$ cat config.mk
export PLATFORM = sky130hd
export DESIGN_NAME = pulse_width_trimmed_mean_top
export DESIGN_NICKNAME = d
export VERILOG_FILES = /design/src/hw/rtl/pwtm_pkg.sv /design/src/hw/rtl/pwtm_capture.sv /design/src/hw/rtl/pwtm_trim.sv /design/src/hw/rtl/pulse_width_trimmed_mean_top.sv
export SDC_FILE = /design/constraint.sdc
export NUM_CORES = 1
export LEC_CHECK = 0
export BUFFER_PORTS_ARGS = -buffer_cell sky130_fd_sc_hd__buf_2
export CAP_MARGIN = 10
export CORE_MARGIN = 8
export CORE_UTILIZATION = 35
export DETAILED_ROUTE_END_ITERATION = 6
export SLEW_MARGIN = 0
export SYNTH_ARGS = -nofsm -noshare
export SYNTH_HDL_FRONTEND = slang
export SYNTH_SLANG_ARGS = --single-unit
$ cat constraint.sdc
create_clock -name i_clk -period 16.4 [get_ports i_clk]
set_input_delay 2.46 -clock i_clk [delete_from_list [all_inputs] [get_ports i_clk]]
set_output_delay 2.46 -clock i_clk [all_outputs]
set_load 0.02 [all_outputs]
$ cat src/hw/rtl/pwtm_pkg.sv
// Shared types and constants of the pulse width trimmed mean block.
// No dependencies; every other file refers to it by scoped names.
package pwtm_pkg;

    localparam int NUM_CHANNELS = 4;
    localparam int RING_DEPTH   = 6;
    localparam int RING_ENTRIES = NUM_CHANNELS * RING_DEPTH;

    localparam int CH_W    = 2;
    localparam int SLOT_W  = 3;
    localparam int ADDR_W  = 5;
    localparam int TIME_W  = 16;
    localparam int SUM_W   = 19;
    localparam int MEAN_W  = 14;
    localparam int COUNT_W = 32;

    localparam logic [TIME_W-1:0]  WRAP_ADD  = 16'hffff;
    localparam logic [MEAN_W-1:0]  OUT_MAX   = 14'h3fff;
    localparam logic [COUNT_W-1:0] COUNT_MAX = 32'hffff_ffff;
    localparam logic [SLOT_W-1:0]  LAST_SLOT = 3'd5;
    localparam logic [CH_W-1:0]    LAST_CH   = 2'd3;

    localparam logic [TIME_W-1:0] MAX_WIDTH_RST = 16'd10000;
    localparam logic [TIME_W-1:0] MIN_COUNT_RST = 16'd1000;

    localparam logic CMD_EDGE = 1'b0;
    localparam logic CMD_READ = 1'b1;

    localparam logic REG_MAX_WIDTH = 1'b0;
    localparam logic REG_MIN_COUNT = 1'b1;

    typedef enum logic [2:0] {
        S_IDLE,
        S_EDGE,
        S_SCAN,
        S_FIN,
        S_OUT
    } t_state;

    // Control of the shared accumulate / min / max unit.
    typedef struct packed {
        logic acc;
        logic first;
    } t_trim_ctl;

endpackage

$ cat src/hw/rtl/pwtm_capture.sv
// Edge capture, wrap width, acceptance, sample rings and pulse count.
// Depends on pwtm_pkg.
module pwtm_capture (
    input  logic                          i_clk,
    input  logic                          i_rst_n,
    input  logic                          i_edge_en,
    input  logic [pwtm_pkg::CH_W-1:0]     i_edge_ch,
    input  logic [pwtm_pkg::TIME_W-1:0]   i_edge_time,
    input  logic [pwtm_pkg::TIME_W-1:0]   i_max_width,
    input  logic [pwtm_pkg::CH_W-1:0]     i_rd_ch,
    input  logic [pwtm_pkg::SLOT_W-1:0]   i_rd_idx,
    output logic [pwtm_pkg::TIME_W-1:0]   o_rd_sample,
    output logic [pwtm_pkg::COUNT_W-1:0]  o_count
);

    logic                         r_fall [pwtm_pkg::NUM_CHANNELS];
    logic [pwtm_pkg::TIME_W-1:0]  r_rise [pwtm_pkg::NUM_CHANNELS];
    logic [pwtm_pkg::SLOT_W-1:0]  r_slot [pwtm_pkg::NUM_CHANNELS];
    logic [pwtm_pkg::TIME_W-1:0]  r_ring [pwtm_pkg::RING_ENTRIES];
    logic [pwtm_pkg::COUNT_W-1:0] r_count;

    logic [pwtm_pkg::TIME_W-1:0]  rise;
    logic [pwtm_pkg::TIME_W-1:0]  width;
    logic                         keep;
    logic [pwtm_pkg::SLOT_W-1:0]  slot;
    logic [pwtm_pkg::SLOT_W-1:0]  slot_next;
    logic [pwtm_pkg::ADDR_W-1:0]  wr_addr;
    logic [pwtm_pkg::ADDR_W-1:0]  rd_addr;

    // channel * 6 + slot, as shifts and adds
    function automatic logic [pwtm_pkg::ADDR_W-1:0] ring_addr(
        input logic [pwtm_pkg::CH_W-1:0]   ch,
        input logic [pwtm_pkg::SLOT_W-1:0] idx
    );
        logic [pwtm_pkg::ADDR_W-1:0] c;
        c = {{(pwtm_pkg::ADDR_W-pwtm_pkg::CH_W){1'b0}}, ch};
        return (c << 2) + (c << 1) + {{(pwtm_pkg::ADDR_W-pwtm_pkg::SLOT_W){1'b0}}, idx};
    endfunction

    always_comb begin
        rise = r_rise[i_edge_ch];
        // fall at or before rise: fall + 0xffff - rise always fits 16 bits
        if (i_edge_time > rise) begin
            width = i_edge_time - rise;
        end else begin
            width = i_edge_time + pwtm_pkg::WRAP_ADD - rise;
        end
        keep = width < i_max_width;
        slot = (r_slot[i_edge_ch] > pwtm_pkg::LAST_SLOT) ? '0 : r_slot[i_edge_ch];
        slot_next = (slot == pwtm_pkg::LAST_SLOT) ? '0 : slot + 3'd1;
        wr_addr = ring_addr(i_edge_ch, slot);
        rd_addr = ring_addr(i_rd_ch, i_rd_idx);
    end

    always_ff @(posedge i_clk) begin
        if (!i_rst_n) begin
            for (int i = 0; i < pwtm_pkg::NUM_CHANNELS; i++) begin
                r_fall[i] <= 1'b0;
                r_rise[i] <= '0;
                r_slot[i] <= '0;
            end
            for (int i = 0; i < pwtm_pkg::RING_ENTRIES; i++) begin
                r_ring[i] <= '0;
            end
            r_count <= '0;
        end else if (i_edge_en) begin
            if (r_fall[i_edge_ch]) begin
                if (keep) begin
                    r_ring[wr_addr]   <= width;
                    r_slot[i_edge_ch] <= slot_next;
                    if (r_count != pwtm_pkg::COUNT_MAX) begin
                        r_count <= r_count + 32'd1;
                    end
                end
                r_fall[i_edge_ch] <= 1'b0;
            end else begin
                r_rise[i_edge_ch] <= i_edge_time;
                r_fall[i_edge_ch] <= 1'b1;
            end
        end
    end

    assign o_rd_sample = r_ring[rd_addr];
    assign o_count     = r_count;

endmodule

$ cat src/hw/rtl/pwtm_trim.sv
// Shared accumulate, minimum and maximum unit, one sample a cycle.
// Depends on pwtm_pkg; the mean of the accumulated samples without min and max is read at o_mean.
module pwtm_trim (
    input  logic                          i_clk,
    input  pwtm_pkg::t_trim_ctl           i_ctl,
    input  logic [pwtm_pkg::TIME_W-1:0]   i_sample,
    output logic [pwtm_pkg::MEAN_W-1:0]   o_mean
);

    logic [pwtm_pkg::SUM_W-1:0]  r_sum;
    logic [pwtm_pkg::TIME_W-1:0] r_hi;
    logic [pwtm_pkg::TIME_W-1:0] r_lo;
    logic [pwtm_pkg::SUM_W-1:0]  diff;
    logic [pwtm_pkg::SUM_W-3:0]  quarter;

    always_ff @(posedge i_clk) begin
        if (i_ctl.acc) begin
            if (i_ctl.first) begin
                r_sum <= {{(pwtm_pkg::SUM_W-pwtm_pkg::TIME_W){1'b0}}, i_sample};
                r_hi  <= i_sample;
                r_lo  <= i_sample;
            end else begin
                r_sum <= r_sum + {{(pwtm_pkg::SUM_W-pwtm_pkg::TIME_W){1'b0}}, i_sample};
                if (i_sample > r_hi) begin
                    r_hi <= i_sample;
                end
                if (i_sample < r_lo) begin
                    r_lo <= i_sample;
                end
            end
        end
    end

    // drop min and max, divide by four, clamp to the output range
    always_comb begin
        diff    = r_sum - {{(pwtm_pkg::SUM_W-pwtm_pkg::TIME_W){1'b0}}, r_hi}
                        - {{(pwtm_pkg::SUM_W-pwtm_pkg::TIME_W){1'b0}}, r_lo};
        quarter = diff[pwtm_pkg::SUM_W-1:2];
        if (quarter > {{(pwtm_pkg::SUM_W-2-pwtm_pkg::MEAN_W){1'b0}}, pwtm_pkg::OUT_MAX}) begin
            o_mean = pwtm_pkg::OUT_MAX;
        end else begin
            o_mean = quarter[pwtm_pkg::MEAN_W-1:0];
        end
    end

endmodule

$ cat src/hw/rtl/pulse_width_trimmed_mean_top.sv
// Top level of the pulse width trimmed mean block: APB registers, sequencer
// and output register. Depends on pwtm_pkg, pwtm_capture and pwtm_trim.
//
//   channel  | signals                                   | moves
//   ---------+-------------------------------------------+-------------------------
//   in       | i_in_valid, o_in_stall, i_cmd ...         | edge event or read request
//   out      | o_out_valid, i_out_stall, o_width_* ...   | one result per read
//   config   | psel, penable, pwrite, paddr, pwdata ...  | register write / read
//
// An edge request is accepted, then one update of the channel state in S_EDGE.
// A read request is accepted, then per channel the six ring samples are scanned
// through the shared trim unit and one finish step follows, then one output load.
// Reset clears all channel state and the rings at once in flip-flops.
// A result waits in the output register under i_out_stall; a new request is
// taken meanwhile, and a read finishing behind it holds until the slot frees.
module pulse_width_trimmed_mean_top (
    input  logic                          i_clk,
    input  logic                          i_rst_n,

    input  logic                          i_in_valid,
    output logic                          o_in_stall,
    input  logic                          i_cmd,
    input  logic [pwtm_pkg::CH_W-1:0]     i_channel,
    input  logic [pwtm_pkg::TIME_W-1:0]   i_capture_time,

    output logic                          o_out_valid,
    input  logic                          i_out_stall,
    output logic [pwtm_pkg::MEAN_W-1:0]   o_width_first,
    output logic [pwtm_pkg::MEAN_W-1:0]   o_width_second,
    output logic [pwtm_pkg::MEAN_W-1:0]   o_width_third,
    output logic [pwtm_pkg::MEAN_W-1:0]   o_width_fourth,
    output logic [pwtm_pkg::COUNT_W-1:0]  o_pulse_total,
    output logic                          o_too_few_pulses,

    input  logic                          psel,
    input  logic                          penable,
    input  logic                          pwrite,
    input  logic [2:0]                    paddr,
    input  logic [31:0]                   pwdata,
    output logic [31:0]                   prdata,
    output logic                          pready
);

    pwtm_pkg::t_state             r_state, n_state;
    logic [pwtm_pkg::CH_W-1:0]    r_ch, n_ch;
    logic [pwtm_pkg::SLOT_W-1:0]  r_idx, n_idx;
    logic [pwtm_pkg::CH_W-1:0]    r_edge_ch;
    logic [pwtm_pkg::TIME_W-1:0]  r_edge_time;
    logic [pwtm_pkg::TIME_W-1:0]  r_max_width;
    logic [pwtm_pkg::TIME_W-1:0]  r_min_count;
    logic [pwtm_pkg::MEAN_W-1:0]  r_width [pwtm_pkg::NUM_CHANNELS];
    logic                         r_out_valid;

    logic                         accept;
    logic                         edge_en;
    logic                         fin;
    logic                         load_out;
    pwtm_pkg::t_trim_ctl          trim_ctl;
    logic [pwtm_pkg::TIME_W-1:0]  sample;
    logic [pwtm_pkg::MEAN_W-1:0]  mean;
    logic [pwtm_pkg::COUNT_W-1:0] count;
    logic                         cfg_wr;

    // ---------------------------------------------------------------
    // Configuration registers: index is paddr[2], written on access.
    // ---------------------------------------------------------------
    assign pready = 1'b1;
    assign cfg_wr = psel && penable && pwrite;

    always_ff @(posedge i_clk) begin
        if (!i_rst_n) begin
            r_max_width <= pwtm_pkg::MAX_WIDTH_RST;
            r_min_count <= pwtm_pkg::MIN_COUNT_RST;
        end else if (cfg_wr) begin
            unique case (paddr[2])
                pwtm_pkg::REG_MAX_WIDTH: r_max_width <= pwdata[15:0];
                pwtm_pkg::REG_MIN_COUNT: r_min_count <= pwdata[15:0];
                default: ;
            endcase
        end
    end

    always_comb begin
        unique case (paddr[2])
            pwtm_pkg::REG_MAX_WIDTH: prdata = {16'b0, r_max_width};
            pwtm_pkg::REG_MIN_COUNT: prdata = {16'b0, r_min_count};
            default:                 prdata = '0;
        endcase
    end

    // ---------------------------------------------------------------
    // Sequencer
    // ---------------------------------------------------------------
    assign o_in_stall = (r_state != pwtm_pkg::S_IDLE);
    assign accept     = i_in_valid && !o_in_stall;

    always_ff @(posedge i_clk) begin
        if (!i_rst_n) begin
            r_state <= pwtm_pkg::S_IDLE;
            r_ch    <= '0;
            r_idx   <= '0;
        end else begin
            r_state <= n_state;
            r_ch    <= n_ch;
            r_idx   <= n_idx;
        end
    end

    always_comb begin
        n_state  = r_state;
        n_ch     = r_ch;
        n_idx    = r_idx;
        edge_en  = 1'b0;
        fin      = 1'b0;
        load_out = 1'b0;
        trim_ctl = '0;
        unique case (r_state)
            pwtm_pkg::S_IDLE: begin
                if (accept) begin
                    n_ch  = '0;
                    n_idx = '0;
                    n_state = (i_cmd == pwtm_pkg::CMD_READ) ? pwtm_pkg::S_SCAN
                                                            : pwtm_pkg::S_EDGE;
                end
            end
            pwtm_pkg::S_EDGE: begin
                edge_en = 1'b1;
                n_state = pwtm_pkg::S_IDLE;
            end
            pwtm_pkg::S_SCAN: begin
                // feed one ring sample per cycle into the trim unit
                trim_ctl.acc   = 1'b1;
                trim_ctl.first = (r_idx == '0);
                if (r_idx == pwtm_pkg::LAST_SLOT) begin
                    n_state = pwtm_pkg::S_FIN;
                end else begin
                    n_idx = r_idx + 3'd1;
                end
            end
            pwtm_pkg::S_FIN: begin
                fin   = 1'b1;
                n_idx = '0;
                if (r_ch == pwtm_pkg::LAST_CH) begin
                    n_state = pwtm_pkg::S_OUT;
                end else begin
                    n_ch    = r_ch + 2'd1;
                    n_state = pwtm_pkg::S_SCAN;
                end
            end
            pwtm_pkg::S_OUT: begin
                // hold until the output register is free or being taken
                if (!r_out_valid || !i_out_stall) begin
                    load_out = 1'b1;
                    n_state  = pwtm_pkg::S_IDLE;
                end
            end
            default: n_state = pwtm_pkg::S_IDLE;
        endcase
    end

    // latch the edge request for the update cycle
    always_ff @(posedge i_clk) begin
        if (accept) begin
            r_edge_ch   <= i_channel;
            r_edge_time <= i_capture_time;
        end
    end

    pwtm_capture u_capture (
        .i_clk       (i_clk),
        .i_rst_n     (i_rst_n),
        .i_edge_en   (edge_en),
        .i_edge_ch   (r_edge_ch),
        .i_edge_time (r_edge_time),
        .i_max_width (r_max_width),
        .i_rd_ch     (r_ch),
        .i_rd_idx    (r_idx),
        .o_rd_sample (sample),
        .o_count     (count)
    );

    pwtm_trim u_trim (
        .i_clk    (i_clk),
        .i_ctl    (trim_ctl),
        .i_sample (sample),
        .o_mean   (mean)
    );

    // hold each channel's mean until the whole read is done
    always_ff @(posedge i_clk) begin
        if (fin) begin
            r_width[r_ch] <= mean;
        end
    end

    // ---------------------------------------------------------------
    // Output register: channels leave in the order 0, 1, 3, 2.
    // ---------------------------------------------------------------
    always_ff @(posedge i_clk) begin
        if (!i_rst_n) begin
            r_out_valid <= 1'b0;
        end else if (load_out) begin
            r_out_valid <= 1'b1;
        end else if (!i_out_stall) begin
            r_out_valid <= 1'b0;
        end
    end

    always_ff @(posedge i_clk) begin
        if (load_out) begin
            o_width_first    <= r_width[0];
            o_width_second   <= r_width[1];
            o_width_third    <= r_width[3];
            o_width_fourth   <= r_width[2];
            o_pulse_total    <= count;
            o_too_few_pulses <= count < {16'b0, r_min_count};
        end
    end

    assign o_out_valid = r_out_valid;

endmodule
## After elaboration in Yosys (flattened, before gate mapping)

Memory sizes are Yosys's and may differ from the RTL's. A register that Yosys moved wholly into a read port is not among the register bits.
Index checks and enable logic that the tools add are counted.

- Memories: 5
- Logic and storage cells: 144
- Memory bits (writable): 520
- Output and inout bits: 124
- Register bits after elaboration: 175
- Input port bits: 61

Memory list:

| memory | words | bits a word | rd ports | clocked after memory_dff | write ports | line | text |
|---|---|---|---|---|---|---|---|
| u_capture.r_ring | 24 | 16 | 1 | 0 | 24 | pwtm_capture.sv:19 | `logic [pwtm_pkg::TIME_W-1:0] r_ring [pwtm_pkg::RING_ENTRIES];` |
| u_capture.r_rise | 4 | 16 | 1 | 1 | 4 | pwtm_capture.sv:17 | `logic [pwtm_pkg::TIME_W-1:0] r_rise [pwtm_pkg::NUM_CHANNELS];` |
| r_width | 4 | 14 | 4 | 4 | 1 | pulse_width_trimmed_mean_top.sv:51 | `logic [pwtm_pkg::MEAN_W-1:0] r_width [pwtm_pkg::NUM_CHANNELS];` |
| u_capture.r_slot | 4 | 3 | 1 | 1 | 4 | pwtm_capture.sv:18 | `logic [pwtm_pkg::SLOT_W-1:0] r_slot [pwtm_pkg::NUM_CHANNELS];` |
| u_capture.r_fall | 4 | 1 | 1 | 1 | 4 | pwtm_capture.sv:16 | `logic r_fall [pwtm_pkg::NUM_CHANNELS];` |

- Eq/ne operators: 14
- Reductions and logical operators: 26
- Mux-type cells: 61
- Bitwise operators: 2
- $lt $le $gt $ge: 7
- $add $sub $neg: 14

Operators with widths:

| cell | number |
|---|---|
| $mux 16 | 8 |
| $pmux 32 s2 | 1 |
| $sub 19x16->19 | 2 |
| $add 32x1->32 const B | 1 |
| $gt 16x16->1 | 2 |
| $lt 16x16->1 | 2 |
| $lt 32x16->1 | 1 |
| $ne 32x32->1 const B | 1 |
| $reduce_or 16->1 | 2 |
| $sub 16x16->16 | 2 |
| $mux 1 | 28 |
| $mux 3 | 9 |
| $mux 2 | 10 |
| $add 19x16->19 | 1 |
| $gt 17x14->1 const B | 1 |
| $add 16x16->16 const B | 1 |
| $mux 14 | 1 |
| $pmux 3 s4 | 1 |
| $add 4x3->5 | 2 |
| $add 5x3->5 | 2 |
| $ne 2x2->1 const B | 5 |
| $eq 3x3->1 const B | 3 |
| $pmux 3 s3 | 1 |
| $reduce_and 3->1 | 3 |
| other kinds (21) | 34 |

## Logic depth before layout (Yosys ltp)

Gate-level depths: netlist of the first run.

- Word-level depth: 11
- Mapped depth: 28
- Gate-level depth less buffers: 23

## Modules after synthesis

Synthesis of the first run repeated with hierarchy kept, for this count alone.

- Cell total of the unflattened synthesis: 2,886
- Area total of the unflattened synthesis: 40,291.1 sq um

By module, submodules not included:

| module | cells an instance | times used | area each (sq um) |
|---|---|---|---|
| pwtm_capture | 1,948 | 1 | 28,308.4 |
| pulse_width_trimmed_mean_top | 468 | 1 | 7,379.6 |
| pwtm_trim | 470 | 1 | 4,603.2 |

## Worst setup path after synthesis of the first run

Ideal clock, no wire load.

- Kind: register -> register
- From: reg (tool-made name)
- To: mem u_capture.r_ring[25][0] (netlist name) (enable)
- Data arrival time: 7.216 ns
- Path slack: 8.774 ns
- Stages on the path, launching flop included: 26
- Path buffers: 4
- Cells stage by stage: dfxtp_1 -> buf_2 -> buf_1 -> mux4_2 -> inv_1 -> ha_1 -> a21oi_2 -> o21ai_0 -> a221oi_2 -> a21oi_2 -> mux2_2 -> a21o_1 -> a21oi_1 -> nor4b_1 -> nor3_2 -> buf_2 -> inv_1 -> ha_1 -> a21o_1 -> a21oi_1 -> nor2b_1 -> a211oi_2 -> o211ai_2 -> buf_2 -> or4_1 -> nor3_1

RTL lines:

| item | line |
|---|---|
| end: declaration | pwtm_capture.sv:19 |

==> flow_summary_export.csv, run 1 <==
group,metric,value,unit
outcome,status,"completed",
synth,synth_flop_cell,"edfxtp_1",
clocking,cts-root-buf,"clkbuf_16",
clocking,cts-buffers-inserted,92,
floorplan,initial_utilization,0.353,
sta,finalSetupViolCount,0,
setup_path,critical_path_class,"reg2reg",
clocking,clk_pin_slew,0.06,ns
synth,synthTopCellsByArea,"edfxtp_1 61%, mux4_2 10%, nor2_1 4.6%",
clocking,hold_buffers,0,
synth,yosys.area.top_type_share,0.608,
sta,tightest_slew,1.18,ns
setup_path,crit_path_cell_trace,"buf_4 > mux4_2 > inv_1 > ha_1 > nand4_1 > nor3_1 > o21ai_1 > a21oi_2 > mux2_2 > a211o_1 > nand3_1 > a21oi_1 > nor3_4 > buf_4 > inv_1 > ha_1 > nor4_1 > o2111a_1 > o211ai_2 > buf_4 > nor4_2 > nand2_1 > nand2_1",
clocking,cts_tree,"built",
sta,slew_viol_final,0,
clocking,post-cts-setup-buffers,0,
global_routing,overflow,0,
sta,slew_headroom,0.215,
global_routing,track_usage,0.143,
synth,avgSynthCellArea,14.1,um2
clocking,clk_latency,0.66,ns
drt,postRouteAntennaNets,0,
synth,synth_async_sr_flop_share,0,
synth,synth_edf_count,803,
drt,first_pass_iters,7,
global_routing,antenna_found_initial,3,
synth,netlist_area,0.0397,mm2
synth,syn_inst,2816,
global_routing,grt_pass1_vias,22969,
power,leakagePower,16.4,nW
power,power.total,5.67,mW
drt,route.detailed.drc,0,
floorplan,dieHeight,353,um
cells_and_area,area_delta_synth_final,13.9,%
setup_path,r2r_end,"u_capture.r_ring[12][6]",
worst_hold_path,hold_class,"reg2reg",
synth,yosysSeqAreaShare,0.647,
floorplan,core,0.112,mm2
drt,vias,22824,
placement,place.gp.congestion,0.805,
synth,yosysTopAreaCell,"edfxtp_1",
sta,final_hold_viol_count,0,
synth,ys_seq_elements,881,
cells_and_area,drive_gt1_frac,0.190,
cells_and_area,nets,3159,
floorplan,die_w,353,um
setup_path,cp_common_cell,"buf_4",
clocking,cts_max_level,3,
placement,dp_cells,4359,
drt,wl_per_cell,20.1,um
drt,highest_layer,"met5",
drt,vias_per_cell,5.04,
global_routing,grt_max_degree,81,
drt,met3_length,6310,um
setup_path,r2r_slack,7.83,ns
power,power.density,125,mW/mm2
synth,synth_warnings,0,
floorplan,pin_count,185,
sta,fmax,117,MHz
drt,routed_wirelength,91100,um
sta,rsz0062_at_grt,"no",
synth,ys_types,74,
worst_hold_path,hold_depth,0,
drt,wl_met2,43100,um
floorplan,row_count,123,
sta,period_share,0.523,
setup_path,start_kind,"flop",
clocking,cts.sinks,881,
job,max-cap-violations,0,
placement,place_hpwl,59800,um
drt,initialDrtViolationCount,1991,
worst_hold_path,hp-start,"r_width[2][5]",
setup_path,path_max_fanout,25,
setup_path,max_stage_delay,0.84,ns
setup_path,ff2ff_path_depth,23,
setup_path,cp.arrival,8.85,ns
cells_and_area,final_cells,4533,
global_routing,grt_pass1_wl,139000,um
setup_path,end_kind,"flop",
sta,fin_setup_tns,0,ns
sta,skew,0.0279,ns
setup_path,critPathRequiredTime,16.67,ns
drt,m1WireLength,39300,um
placement,io_buffers,149,
clocking,clk_path_buf_depth,3,
worst_hold_path,hold_end,"o_width_fourth[5]",
floorplan,dieArea,0.124,mm2
setup_path,cp_slowest_cell,"nand2_1",
clocking,ctsResizeCount,0,
power,peakVddDrop,74.3,uV
sta,min_period,8.57,ns
==> flip-flops by register name, summed over array words and instances, names as in the netlist, 16 cells and up, named ones only <==
name / flops
u_trim.r_sum: 19
r_edge_time: 16
u_capture.o_count: 32
o_pulse_total: 32
r_max_width: 16
r_width: 56
u_capture.r_rise: 64
u_capture.r_ring: 512
u_trim.r_lo: 16
r_min_count: 16
u_trim.r_hi: 16
==> cells in the mapped netlist, drive strengths merged (3+ instances only) <==
cell type	count
edfxtp	803
nor2	483
nand2	203
mux4	180
inv	157
ha	123
clkbuf	118
dfxtp	78
o21ai	72
a21oi	60
buf	49
and2	43
nand3	39
nor3	37
a21boi	35
xnor2	31
a21o	26
nand4	25
fa	22
nand2b	21
xor2	21
nor2b	18
or3	18
mux2	17
nor4	16
o211ai	16
o21a	16
and3	14
mux2i	10
a211oi	6
a31oi	6
o31ai	6
and4	4
a211o	3
nand3b	3
==> metrics by stage <==
stage / utilization / cell area, um2 / hold slack [ns] / worst slack (ns)
floorplan: - / 39700 / 0.400 / 8.77
global placement: 0.375 / 42200 / 0.402 / 7.92
detailed placement: 0.375 / 42200 / 0.405 / 7.92
CTS: 0.402 / 45200 / 0.418 / 7.87
global route: 0.402 / 45200 / 0.421 / 7.31
finish: 0.402 / 45200 / 0.416 / 7.83
==> cells by family (layout without fill, tap and decap cells) <==
family          count (synthesis)  after routing  share of synthesized area
other cells                     2             18                   0.000189
mux                           207            207                      0.109
simple gates                  934            934                      0.105
buf+inv                       324            525                     0.0331
fa+ha+maj                     145            145                     0.0499
compound gates                271            271                     0.0444
xor+xnor                       52             52                     0.0115
flops                         881            881                      0.647
==> how the worst max path moves through the flow <==
stage                                         end
after detailed placement   u_capture.r_ring[8][8]
after global placement    u_capture.r_ring[14][0]
after floorplan           u_capture.r_ring[25][0]
final                     u_capture.r_ring[12][6]
after global routing      u_capture.r_ring[10][4]
after CTS                  u_capture.r_ring[8][0]
==> metal layers <==
| metal | GRT usage | vias to the layer above |
|---|---|---|
| li1 | - | 10605 |
| met1 | 0.191 | 11462 |
| met2 | 0.232 | 622 |
| met3 | 0.0336 | 133 |
| met4 | 0.0385 | 2 |
| met5 | 0 | - |
==> power by group <==
part | switching [mW] | total, mW | internal, mW
logic | 0.662 | 0.971 | 0.309
clock network | 0.881 | 2.09 | 1.21
registers | 0.0281 | 2.61 | 2.58
==> layout by cell type (no fill, tap or decap), types with 21 or more instances in the layout <==
master	instances
a21boi_0	34
a21o_1	26
a21oi_1	57
and2_1	43
buf_2	148
buf_4	46
clkbuf_1	26
clkbuf_16	93
dfxtp_1	77
edfxtp_1	803
fa_1	21
ha_1	121
inv_1	157
mux4_2	180
nand2_1	195
nand2b_1	21
nand3_1	38
nand4_1	25
nor2_1	482
nor3_1	31
o21ai_0	66
xnor2_1	24
==> area by class of cell <==
type / instances / area [um2]
Tap cell: 1500 / 1880
Clock buffer: 128 / 2550
Inverter: 157 / 589
Fill cell: 10337 / 67300
Clock inverter: 45 / 482
Sequential cell: 881 / 25700
Antenna cell: 1 / 2.50
Timing Repair Buffer: 195 / 1110
Multi-Input combinational cell: 1626 / 12900
==> critical path: cells and delay by family (launching register included) <==
kind | cells | cell delay [ns]
adders and majority gates | 2 | 0.57
buffers and inverters | 5 | 1.34
DFF | 1 | 0.30
and+or+nand+nor | 8 | 3.40
muxes | 2 | 1.00
AOI/OAI and AO/OA | 6 | 1.51
Note: power is estimated with default switching activity, not from simulation.
==> run 2, diff against run 1 <==
==> constraint.sdc (replaced) <==
create_clock -name i_clk -period 8.9 [get_ports i_clk]
set_input_delay 1.335 -clock i_clk [delete_from_list [all_inputs] [get_ports i_clk]]
set_output_delay 1.335 -clock i_clk [all_outputs]
set_load 0.02 [all_outputs]
==> flow_summary_export.csv, run 2 (same netlist as run 1, synthesis figures left out) <==
group,metric,value,unit
outcome,status,"completed",
sta,period_share,0.882,
cells_and_area,final_cells,4563,
setup_path,r2r_end,"u_capture.r_ring[10][4]",
placement,place.gp.congestion,0.813,
setup_path,crit_path_cell_trace,"buf_12 > mux4_2 > inv_1 > ha_1 > nand4_1 > nor3_1 > o21ai_1 > a21oi_2 > mux2i_1 > o211ai_1 > nand2b_1 > a21oi_1 > xor2_2 > inv_1 > ha_1 > a21o_1 > a21oi_1 > o2111a_1 > o211ai_2 > nor4_2 > nand2_1 > buf_4 > nand2_1",
placement,io_buffers,149,
sta,fin_setup_tns,0,ns
job,max-cap-violations,0,
drt,vias_per_cell,5.03,
floorplan,initial_utilization,0.353,
setup_path,path_max_fanout,17,
setup_path,critPathRequiredTime,9.19,ns
worst_hold_path,hold_depth,0,
drt,vias,22958,
drt,route.detailed.drc,0,
worst_hold_path,hold_end,"o_width_first[11]",
setup_path,ff2ff_path_depth,23,
power,intPower,7.48,mW
clocking,hold_buffers,0,
clocking,cts-buffers-inserted,91,
drt,routed_wirelength,94600,um
power,peakVddDrop,160,uV
drt,postRouteAntennaNets,0,
sta,min_period,7.85,ns
cells_and_area,drive_gt1_frac,0.196,
drt,initialDrtViolationCount,2034,
placement,pre_cts_ws,1.08,ns
clocking,cts.sinks,881,
clocking,ctsResizeCount,0,
floorplan,dieHeight,353,um
cells_and_area,register_area,0.0257,mm2
sta,rsz0062_at_grt,"no",
global_routing,grt_pass1_vias,23307,
sta,slew_headroom,0.194,
global_routing,track_usage,0.148,
clocking,cts_max_level,3,
drt,first_pass_iters,7,
clocking,cts_tree,"built",
cells_and_area,nFillCells,10337,
clocking,clk_pin_slew,0.06,ns
global_routing,grt_max_degree,72,
power,swShare,0.282,
sta,slew_viol_final,0,
setup_path,cp_slowest_cell,"nor4_2",
setup_path,start_kind,"flop",
setup_path,critical_path_class,"reg2reg",
setup_path,end_kind,"flop",
clocking,clk_path_buf_depth,3,
worst_hold_path,hold_class,"reg2reg",
clocking,cts-root-buf,"clkbuf_16",
placement,dp_cells,4395,
floorplan,row_count,123,
power,seqPwrFrac,0.462,
power,clkPwrFrac,0.363,
setup_path,cp.arrival,8.14,ns
cells_and_area,layout_common_cells,"803 x edfxtp_1, 482 x nor2_1, 195 x nand2_1",
floorplan,die_w,353,um
drt,wl_per_cell,20.7,um
cells_and_area,largest_register,"u_capture.r_ring",
clocking,clk_latency,0.67,ns
setup_path,r2r_slack,1.05,ns
cells_and_area,top_regs,"u_capture.r_ring: 512 flops, u_capture.r_rise: 64 flops, r_width: 56 flops",
floorplan,core,0.112,mm2
cells_and_area,area_delta_synth_final,14.5,%
sta,finalSetupViolCount,0,
cells_and_area,final_common_cell,"edfxtp_1",
global_routing,grt_pass1_wl,144000,um
power,power_frac_comb,0.176,
global_routing,antenna_found_initial,3,
floorplan,pin_count,185,
power,power.density,229,mW/mm2
power,switchingPower,2.94,mW
cells_and_area,nets,3194,
worst_hold_path,hp-start,"r_width[0][11]",
cells_and_area,multi_input_area,0.0129,mm2
power,power.total,10.4,mW
sta,fmax,127,MHz
sta,final.setup.worst_slack,1.05,ns
global_routing,overflow,0,
clocking,post-cts-setup-buffers,0,
placement,place_hpwl,63800,um
power,leakagePower,16.5,nW
floorplan,dieArea,0.124,mm2
sta,tightest_slew,1.21,ns
setup_path,max_stage_delay,0.72,ns
sta,final_hold_viol_count,0,
sta,skew,0.0377,ns
cells_and_area,largest_reg_flops,512,
## run 2: power groups by stage
stage               logic, mW  registers, mW  clock network, mW
floorplan                1.19           4.87                  0
global placement         1.81           4.89                  0
detailed placement       1.84           4.90                  0
CTS                      1.85           4.81               3.87
global route             2.00           4.82               4.01
finish                   1.83           4.81               3.78
## run 2: area by class of cell
cell class / count / area share
inverters: 157 / 0.0130
clock inverters: 48 / 0.0126
diodes: 1 / 0.0000551
clock buffers: 119 / 0.0524
multi-input cells: 1626 / 0.285
well taps: 1500 / 0.0413
flip-flops and latches: 881 / 0.565
repair buffers: 231 / 0.0308
## run 2: routing by layer
metal / track usage / up-vias / part of all wire
li1: - / 10661 / -
met1: 0.193 / 11506 / 0.42
met2: 0.246 / 632 / 0.48
met3: 0.0353 / 155 / 0.065
met4: 0.0436 / 4 / 0.029
met5: 0 / - / 0.00036
## run 2: metrics by stage
stage | area [um2] | util | hold WS, ns
CTS | 45400 | 0.404 | 0.416
global placement | 42500 | 0.378 | 0.404
finish | 45400 | 0.404 | 0.413
floorplan | 39700 | - | 0.400
global route | 45400 | 0.404 | 0.423
detailed placement | 42500 | 0.378 | 0.405
## run 2: how the worst max path moves through the flow
stage	startpoint	end	slack, ns
6_report	flop	u_capture.r_ring[10][4]	1.05
5_1_grt	flop	u_capture.r_ring[10][4]	0.56
4_1_cts	flop	u_capture.r_ring[10][1]	1.05
3_5_place_dp	flop	u_capture.r_ring[10][11]	1.08
3_3_place_gp	flop	u_capture.r_ring[10][11]	1.08
2_1_floorplan	flop	u_capture.r_ring[25][0]	1.27
## run 2: critical path: cells and delay by family (launching register included)
kind	cells	cell delay, ns
buffers and inverters	4	0.79
AO/OA/AOI/OAI	8	2.08
AND/OR/NAND/NOR	6	2.11
multiplexers	2	0.98
adder cells (fa/ha/maj)	2	0.65
XOR/XNOR	1	0.32
flip-flops	1	0.50
